==> src/hw/rtl/first_fit_block_allocator_unit_assert.svh <==
// assertion macros for the allocator rtl
// used by files that include it; expects clk and rst in scope
`ifndef FIRST_FIT_BLOCK_ALLOCATOR_UNIT_ASSERT_SVH
`define FIRST_FIT_BLOCK_ALLOCATOR_UNIT_ASSERT_SVH

// same-cycle implication
`define FFA_ASSERT_NOW(label, ante, cons, msg) \
  label: assert property (@(posedge clk) disable iff (rst) (ante) |-> (cons)) \
    else $error(msg);

// next-cycle implication
`define FFA_ASSERT_NEXT(label, ante, cons, msg) \
  label: assert property (@(posedge clk) disable iff (rst) (ante) |=> (cons)) \
    else $error(msg);

`endif

==> src/hw/rtl/ffa_pkg.sv <==
// shared constants and types of the first-fit block allocator
// no dependencies
package ffa_pkg;

  localparam int NUM_BLOCKS_DEF = 32;
  localparam int SIZE_BITS_DEF  = 16;

  localparam int STATUS_W = 2;
  localparam int INDEX_W  = 5;
  localparam int VALUE_W  = 16;
  localparam int REQNUM_W = 10;

  typedef enum logic [STATUS_W-1:0] {
    ST_LOADED  = 2'd0,
    ST_FULL    = 2'd1,
    ST_GRANTED = 2'd2,
    ST_MISS    = 2'd3
  } status_t;

  typedef enum logic {
    REQ_LOAD  = 1'b0,
    REQ_ALLOC = 1'b1
  } req_kind_t;

endpackage

==> src/hw/rtl/ffa_mem.sv <==
// block table memory: one write port, one read port, registered read data
// depends on nothing
module ffa_mem #(
  parameter int DEPTH = 32,
  parameter int WIDTH = 32,
  parameter int AW    = 5
) (
  input  logic             clk,
  input  logic             we,
  input  logic [AW-1:0]    waddr,
  input  logic [WIDTH-1:0] wdata,
  input  logic             re,
  input  logic [AW-1:0]    raddr,
  output logic [WIDTH-1:0] rdata
);

  logic [WIDTH-1:0] mem [DEPTH];

  always_ff @(posedge clk) begin
    if (we) begin
      mem[waddr] <= wdata;
    end
  end

  always_ff @(posedge clk) begin
    if (re) begin
      rdata <= mem[raddr];
    end
  end

endmodule

==> src/hw/rtl/ffa_ctrl.sv <==
// sequencer: load append, first-fit scan over the block table, result register
// depends on ffa_pkg and first_fit_block_allocator_unit_assert.svh
`include "first_fit_block_allocator_unit_assert.svh"

module ffa_ctrl #(
  parameter int NUM_BLOCKS = ffa_pkg::NUM_BLOCKS_DEF,
  parameter int SIZE_BITS  = ffa_pkg::SIZE_BITS_DEF,
  parameter int IDX_W      = (NUM_BLOCKS > 1) ? $clog2(NUM_BLOCKS) : 1
) (
  input  logic                          clk,
  input  logic                          rst,
  input  logic                          start,
  output logic                          busy,
  input  logic                          req_type,
  input  logic [ffa_pkg::VALUE_W-1:0]   size_value,
  output logic                          done,
  output logic [ffa_pkg::STATUS_W-1:0]  status,
  output logic [ffa_pkg::INDEX_W-1:0]   block_index,
  output logic [ffa_pkg::VALUE_W-1:0]   block_size,
  output logic [ffa_pkg::VALUE_W-1:0]   free_left,
  output logic [ffa_pkg::REQNUM_W-1:0]  request_number,
  output logic                          mem_we,
  output logic [IDX_W-1:0]              mem_waddr,
  output logic [2*SIZE_BITS-1:0]        mem_wdata,
  output logic                          mem_re,
  output logic [IDX_W-1:0]              mem_raddr,
  input  logic [2*SIZE_BITS-1:0]        mem_rdata
);

  import ffa_pkg::*;

  localparam int CNT_W = $clog2(NUM_BLOCKS + 1);

  typedef enum logic [1:0] {
    S_IDLE = 2'b01,
    S_SCAN = 2'b10
  } state_t;

  state_t               state;
  logic [CNT_W-1:0]     loaded;
  logic [REQNUM_W-1:0]  req_cnt;
  logic [REQNUM_W-1:0]  req_cnt_next;
  logic [SIZE_BITS-1:0] req_size;
  logic [IDX_W-1:0]     chk;

  logic                     accept;
  logic                     is_load;
  logic                     full;
  logic [SIZE_BITS+15:0]    in_wide;
  logic [SIZE_BITS-1:0]     in_size;
  logic [SIZE_BITS-1:0]     rd_free;
  logic [SIZE_BITS-1:0]     rd_orig;
  logic [SIZE_BITS-1:0]     free_after;
  logic                     fit;
  logic [CNT_W-1:0]         chk_succ;
  logic                     last;

  function automatic logic [VALUE_W-1:0] to_out(input logic [SIZE_BITS-1:0] v);
    logic [SIZE_BITS+VALUE_W-1:0] w;
    w = (SIZE_BITS + VALUE_W)'(v);
    return w[VALUE_W-1:0];
  endfunction

  function automatic logic [INDEX_W-1:0] to_idx(input logic [IDX_W-1:0] v);
    logic [IDX_W+INDEX_W-1:0] w;
    w = (IDX_W + INDEX_W)'(v);
    return w[INDEX_W-1:0];
  endfunction

  assign busy         = (state != S_IDLE);
  assign accept       = start && (state == S_IDLE);
  assign is_load      = (req_type == REQ_LOAD);
  assign full         = (loaded >= CNT_W'(NUM_BLOCKS));
  assign in_wide      = (SIZE_BITS + 16)'(size_value);
  assign in_size      = in_wide[SIZE_BITS-1:0];
  assign rd_free      = mem_rdata[SIZE_BITS-1:0];
  assign rd_orig      = mem_rdata[2*SIZE_BITS-1:SIZE_BITS];
  assign free_after   = rd_free - req_size;
  assign fit          = (rd_free >= req_size);
  assign chk_succ     = CNT_W'(chk) + CNT_W'(1);
  assign last         = (chk_succ == loaded);
  assign req_cnt_next = req_cnt + REQNUM_W'(1);

  // memory port use
  always_comb begin
    mem_we    = 1'b0;
    mem_waddr = '0;
    mem_wdata = '0;
    mem_re    = 1'b0;
    mem_raddr = '0;
    if (accept && is_load && !full) begin
      mem_we    = 1'b1;
      mem_waddr = loaded[IDX_W-1:0];
      mem_wdata = {in_size, in_size};
    end
    if (accept && !is_load && (loaded != '0)) begin
      mem_re    = 1'b1;
      mem_raddr = '0;
    end
    if (state == S_SCAN) begin
      if (fit) begin
        mem_we    = 1'b1;
        mem_waddr = chk;
        mem_wdata = {rd_orig, free_after};
      end else if (!last) begin
        mem_re    = 1'b1;
        mem_raddr = chk_succ[IDX_W-1:0];
      end
    end
  end

  always_ff @(posedge clk) begin
    if (rst) begin
      state   <= S_IDLE;
      loaded  <= '0;
      req_cnt <= '0;
      done    <= 1'b0;
    end else begin
      done <= 1'b0;
      case (state)
        S_IDLE: begin
          if (accept) begin
            if (is_load) begin
              done <= 1'b1;
              if (!full) begin
                loaded         <= loaded + CNT_W'(1);
                status         <= ST_LOADED;
                block_index    <= to_idx(loaded[IDX_W-1:0]);
                block_size     <= to_out(in_size);
                free_left      <= to_out(in_size);
                request_number <= '0;
              end else begin
                status         <= ST_FULL;
                block_index    <= '0;
                block_size     <= '0;
                free_left      <= '0;
                request_number <= '0;
              end
            end else begin
              req_cnt  <= req_cnt_next;
              req_size <= in_size;
              chk      <= '0;
              if (loaded == '0) begin
                done           <= 1'b1;
                status         <= ST_MISS;
                block_index    <= '0;
                block_size     <= '0;
                free_left      <= '0;
                request_number <= req_cnt_next;
              end else begin
                state <= S_SCAN;
              end
            end
          end
        end
        S_SCAN: begin
          if (fit) begin
            done           <= 1'b1;
            status         <= ST_GRANTED;
            block_index    <= to_idx(chk);
            block_size     <= to_out(rd_orig);
            free_left      <= to_out(free_after);
            request_number <= req_cnt;
            state          <= S_IDLE;
          end else if (last) begin
            done           <= 1'b1;
            status         <= ST_MISS;
            block_index    <= '0;
            block_size     <= '0;
            free_left      <= '0;
            request_number <= req_cnt;
            state          <= S_IDLE;
          end else begin
            chk <= chk_succ[IDX_W-1:0];
          end
        end
        default: begin
          state <= S_IDLE;
        end
      endcase
    end
  end

  `FFA_ASSERT_NOW(a_no_rw_same_cycle, mem_we, !mem_re, "table read and write in one cycle")
  `FFA_ASSERT_NOW(a_count_bound, 1'b1, loaded <= CNT_W'(NUM_BLOCKS), "block count overflow")
  `FFA_ASSERT_NOW(a_done_when_idle, done, !busy, "result while scan still running")
  `FFA_ASSERT_NEXT(a_scan_reads, accept && !is_load && (loaded != '0), busy, "scan did not start")

endmodule

==> src/hw/rtl/first_fit_block_allocator_unit.sv <==
// top level of the first-fit block allocator
// depends on ffa_pkg, ffa_ctrl and ffa_mem
//
//  channel   | handshake              | payload
//  ----------+------------------------+---------------------------------------------
//  request   | start, busy            | req_type, size_value
//  result    | done (one-cycle pulse) | status, block_index, block_size, free_left,
//            |                        | request_number
//
// a load leaves busy low, and done pulses in the cycle after start is taken
// an allocate scans the table from entry 0 up to the first fit or the end of
// the loaded blocks (1 to NUM_BLOCKS entries read), one read per cycle from the
// table's single read port, with busy high during the scan; an empty table misses with no scan
// reset clears the state, done, the block count and request counter; the table itself is not cleared
// the receiver cannot stall: each result stays on the ports from its done pulse until the next result
module first_fit_block_allocator_unit #(
  parameter int NUM_BLOCKS = ffa_pkg::NUM_BLOCKS_DEF,
  parameter int SIZE_BITS  = ffa_pkg::SIZE_BITS_DEF
) (
  input  logic                          clk,
  input  logic                          rst,
  input  logic                          start,
  output logic                          busy,
  input  logic                          req_type,
  input  logic [ffa_pkg::VALUE_W-1:0]   size_value,
  output logic                          done,
  output logic [ffa_pkg::STATUS_W-1:0]  status,
  output logic [ffa_pkg::INDEX_W-1:0]   block_index,
  output logic [ffa_pkg::VALUE_W-1:0]   block_size,
  output logic [ffa_pkg::VALUE_W-1:0]   free_left,
  output logic [ffa_pkg::REQNUM_W-1:0]  request_number
);

  import ffa_pkg::*;

  localparam int IDX_W = (NUM_BLOCKS > 1) ? $clog2(NUM_BLOCKS) : 1;

  logic                   mem_we;
  logic [IDX_W-1:0]       mem_waddr;
  logic [2*SIZE_BITS-1:0] mem_wdata;
  logic                   mem_re;
  logic [IDX_W-1:0]       mem_raddr;
  logic [2*SIZE_BITS-1:0] mem_rdata;

  ffa_ctrl #(
    .NUM_BLOCKS (NUM_BLOCKS),
    .SIZE_BITS  (SIZE_BITS),
    .IDX_W      (IDX_W)
  ) u_ctrl (
    .clk            (clk),
    .rst            (rst),
    .start          (start),
    .busy           (busy),
    .req_type       (req_type),
    .size_value     (size_value),
    .done           (done),
    .status         (status),
    .block_index    (block_index),
    .block_size     (block_size),
    .free_left      (free_left),
    .request_number (request_number),
    .mem_we         (mem_we),
    .mem_waddr      (mem_waddr),
    .mem_wdata      (mem_wdata),
    .mem_re         (mem_re),
    .mem_raddr      (mem_raddr),
    .mem_rdata      (mem_rdata)
  );

  ffa_mem #(
    .DEPTH (NUM_BLOCKS),
    .WIDTH (2 * SIZE_BITS),
    .AW    (IDX_W)
  ) u_mem (
    .clk   (clk),
    .we    (mem_we),
    .waddr (mem_waddr),
    .wdata (mem_wdata),
    .re    (mem_re),
    .raddr (mem_raddr),
    .rdata (mem_rdata)
  );

endmodule
==> config.mk <==
export PLATFORM = sky130hd
export DESIGN_NAME = first_fit_block_allocator_unit
export DESIGN_NICKNAME = d
export VERILOG_FILES = /design/src/hw/rtl/ffa_pkg.sv /design/src/hw/rtl/ffa_mem.sv /design/src/hw/rtl/ffa_ctrl.sv /design/src/hw/rtl/first_fit_block_allocator_unit.sv
export VERILOG_INCLUDE_DIRS = /design/src /design/src/hw/rtl
export SDC_FILE = /design/constraint.sdc
export NUM_CORES = 1
export LEC_CHECK = 0
export BUFFER_PORTS_ARGS = -buffer_cell sky130_fd_sc_hd__buf_4
export CORE_ASPECT_RATIO = 0.75
export CORE_UTILIZATION = 40
export DETAILED_ROUTE_END_ITERATION = 8
export SKIP_CTS_REPAIR_TIMING = 1
export SLEW_MARGIN = 20
export SYNTH_ARGS = -nofsm -noshare
export SYNTH_HDL_FRONTEND = slang
export SYNTH_HIERARCHICAL = 1
export SYNTH_SLANG_ARGS = --single-unit
==> constraint.sdc <==
create_clock -name clk -period 5.4 [get_ports clk]
set_input_delay 1.08 -clock clk [delete_from_list [all_inputs] [get_ports clk]]
set_output_delay 1.08 -clock clk [all_outputs]
set_load 0.03 [all_outputs]
==> impl_metrics.toml <==
[critical_path]
crit_chain = "inv_1 > ha_1 > fa_1 > nand2b_1 > a21oi_2 > o311ai_1 > a211o_2 > a21oi_4 > nor2_4 > a22o_1 > or3b_2 > nor2_4 > buf_12"
crit_path_frequent_cell = "nor2_4"
slowest_stage = "nor2_4"
startpoint_type = "flip-flop"
critPathMaxStageDelay_ps = 670
end_kind = "flip-flop"
worstSetupPathType = "reg2reg"
worstPathMaxFanout = 27
critical_path_required_ps = 5800
critPathArrivalTime_ps = 5220

[floorplanning]
ios = 71
die_height_um = 295
initial_utilization_pct = 40.4
core_um2 = 114000
die_x_um = 393
dieArea_um2 = 116000
rows = 107

[final_layout]
nets = 2953
syn2layout_area_growth_pct = 15.3
drive_gt1_share_pct = 14.3
layout.cells.non_filler = 4528
fillers = 9737

[logic_synthesis]
synth-simple-area-share_pct = 4.33
synth_top_family_by_area = "multiplexers"
syn-cell-area_um2 = 45800
synthFlopType = "edfxtp_1"
synth_compound_area_share_pct = 6.36
synth.net_count = 2798
async_reset_ff_share_pct = 0
yosys-top-cells-count = "edfxtp_1, mux2i_1, nand2_1"
netlist_instances = 2755
synth_adder_area_share_pct = 0.644
synth-seq-area-share_pct = 74.6
yosysTopAreaCellShare_pct = 73.8
ys_types = 56
yosysWarnings = 6
avgSynthCellArea_um2 = 16.6
synthMuxAreaShare_pct = 11.2
ys_ff_latch = 1145
ys_top_cells_by_area = "edfxtp_1, mux2i_1, a22o_1, a22oi_1, nand2_1"
synth-edff-count = 1126
synth.largest_area_cell = "edfxtp_1"
synth-xor-area-share_pct = 0.611
synth.most_common_cell = "edfxtp_1"

[placed_design]
place_inst = 4328
routabilityCongestion = 0.852
dpl.hpwl_mm = 72.8
port-buffer-count = 70

[drt]
drt_iter0_drc = 2766
vias = 25400
viasPerCell = 5.61
wl_mm = 120
ant_nets = 0
first_pass_iters = 6
wire_per_inst_um = 26.5
drcViolationCount = 0

[timing]
finClkSkew_ps = 64.9
rsz0062_at_grt = "no"
finalHoldViolCount = 0
tightest_slew_ps = 1250
clock.fmax_mhz = 208
final.setup.tns_ps = 0
setup_viol = 0
slew_headroom_pct = 16.8
slew_violations = 0
finalCritPeriodShare_pct = 89.2
period_minus_slack_ps = 4820

[outcome]
run_status = "finished clean"

[pwr]
power.density_nw_per_um2 = 345
clkPwrFrac_pct = 43.1
p_leak_nw = 16.5
power.internal_w = 0.0144
pwr-share-comb_pct = 2.9
peakVddDrop_v = 0.000286
p_seq_share_pct = 54.0
switchingPower_w = 0.00380
swShare_pct = 20.8

[global_route]
grt_max_degree = 137
grt-ovfl-total = 0
grtUsageMet1_pct = 30.0
grt_first_pass_wirelength_mm = 173
grtUsageMet2_pct = 31.4
antenna_found_initial = 3
busiest_layer = "met2"
met3_usage_pct = 3.74
grt_usage_pct = 20.5
grt_pass1_vias = 25100

[cts]
clk_path_buf_depth = 3
cts_num_sinks = 1145
htree_levels = 3
clk_pin_slew_ps = 60
clock_latency_ps = 750
numCtsBuffers = 106
clockRootBuffer = "clkbuf_16"
cts_tree = "yes"

[worst_hold_path]
hp-class = "reg2reg"

[job]
max_cap_viol_count = 0
metal layers:
metal / vias to the layer above / wire [um]
li1: 11200 / -
met1: 13300 / 54100
met2: 829 / 55100
met3: 156 / 8160
met4: 0 / 2610
met5: - / 0
flip-flops by register name, indices dropped and copies added, names as in the netlist, 5 cells and up:
register and count:
u_ctrl/block_index 5, u_ctrl/block_size 16, u_ctrl/chk 5, u_ctrl/free_left 16, u_ctrl/loaded 6, u_ctrl/req_cnt 10, u_ctrl/req_size 16, u_ctrl/request_number 10
u_mem/mem 1024, u_mem/rdata 32
critical path: cells and delay by family (launching register included):
| family | cells | cell delay [ps] |
|---|---|---|
| buffers and inverters | 2 | 330 |
| adders and majority gates | 2 | 430 |
| and+or+nand+nor | 4 | 2040 |
| DFF | 1 | 370 |
| AOI/OAI and AO/OA | 5 | 1280 |
metrics by stage:
stage	hold slack [ps]	setup WS, ps	instance area (um^2)	util, %	power, W
finish	541	582	52800	46.5	0.0182
global route	531	370	52800	46.5	0.0187
CTS	520	593	52800	46.5	0.0183
detailed placement	511	648	49200	43.3	0.0106
global placement	489	712	49100	43.3	0.0105
floorplan	474	497	45800	-	0.0103
power by group through the flow:
stage / clock [W] / combinational, W / sequential (W)
CTS: 0.00797 / 0.000529 / 0.00984
global route: 0.00831 / 0.000563 / 0.00984
finish: 0.00785 / 0.000531 / 0.00984
floorplan: 0 / 0.000229 / 0.0101
detailed placement: 0 / 0.000527 / 0.0100
global placement: 0 / 0.000516 / 0.0100
final timing paths:
| check | startpoint | to | slack (ps) | depth (start not counted) |
|---|---|---|---|---|
| min | u_ctrl/state[0]$_SDFFE_PP1P_ | u_ctrl/state[0]$_SDFFE_PP1P_ | 540 | 1 |
| min reg2reg | u_ctrl/state[0]$_SDFFE_PP1P_ | u_ctrl/state[0]$_SDFFE_PP1P_ | 540 | 1 |
| max | u_mem/rdata[0]$_DFFE_PP_ | u_mem/mem[11][25]$_DFFE_PP_ | 580 | 13 |
| max reg2reg | u_mem/rdata[0]$_DFFE_PP_ | u_mem/mem[11][25]$_DFFE_PP_ | 580 | 13 |
final cells by class:
cell class | count | area (um^2) | share of cell area [%]
clock inverters | 71 | 895 | 1.69
diodes | 1 | 2.50 | 0.00474
multi-input cells | 1427 | 11000 | 20.8
clock buffers | 128 | 2780 | 5.26
flip-flops and latches | 1145 | 34200 | 64.7
well taps | 1526 | 1910 | 3.61
inverters | 31 | 116 | 0.220
repair buffers | 199 | 1960 | 3.70
cells by family after synthesis:
group / count (synthesis)
multiplexers: 513
AO/OA/AOI/OAI: 421
adder cells (fa/ha/maj): 23
flip-flops: 1145
AND/OR/NAND/NOR: 438
XOR/XNOR: 32
buffers and inverters: 183
layout by cell type, fill, tap and decap left out, types with 20 or more instances in the layout:
master / n
a21oi_1: 114
a22o_1: 109
a22oi_1: 96
a31oi_1: 36
buf_12: 37
buf_4: 162
clkbuf_16: 107
clkinv_1: 20
clkinv_2: 20
edfxtp_1: 1126
ha_1: 22
inv_1: 31
mux2i_1: 513
nand2_1: 171
nand3_1: 113
nor2_1: 32
nor2_4: 36
nor3_1: 38
Note: power is estimated with default switching activity, not from simulation.
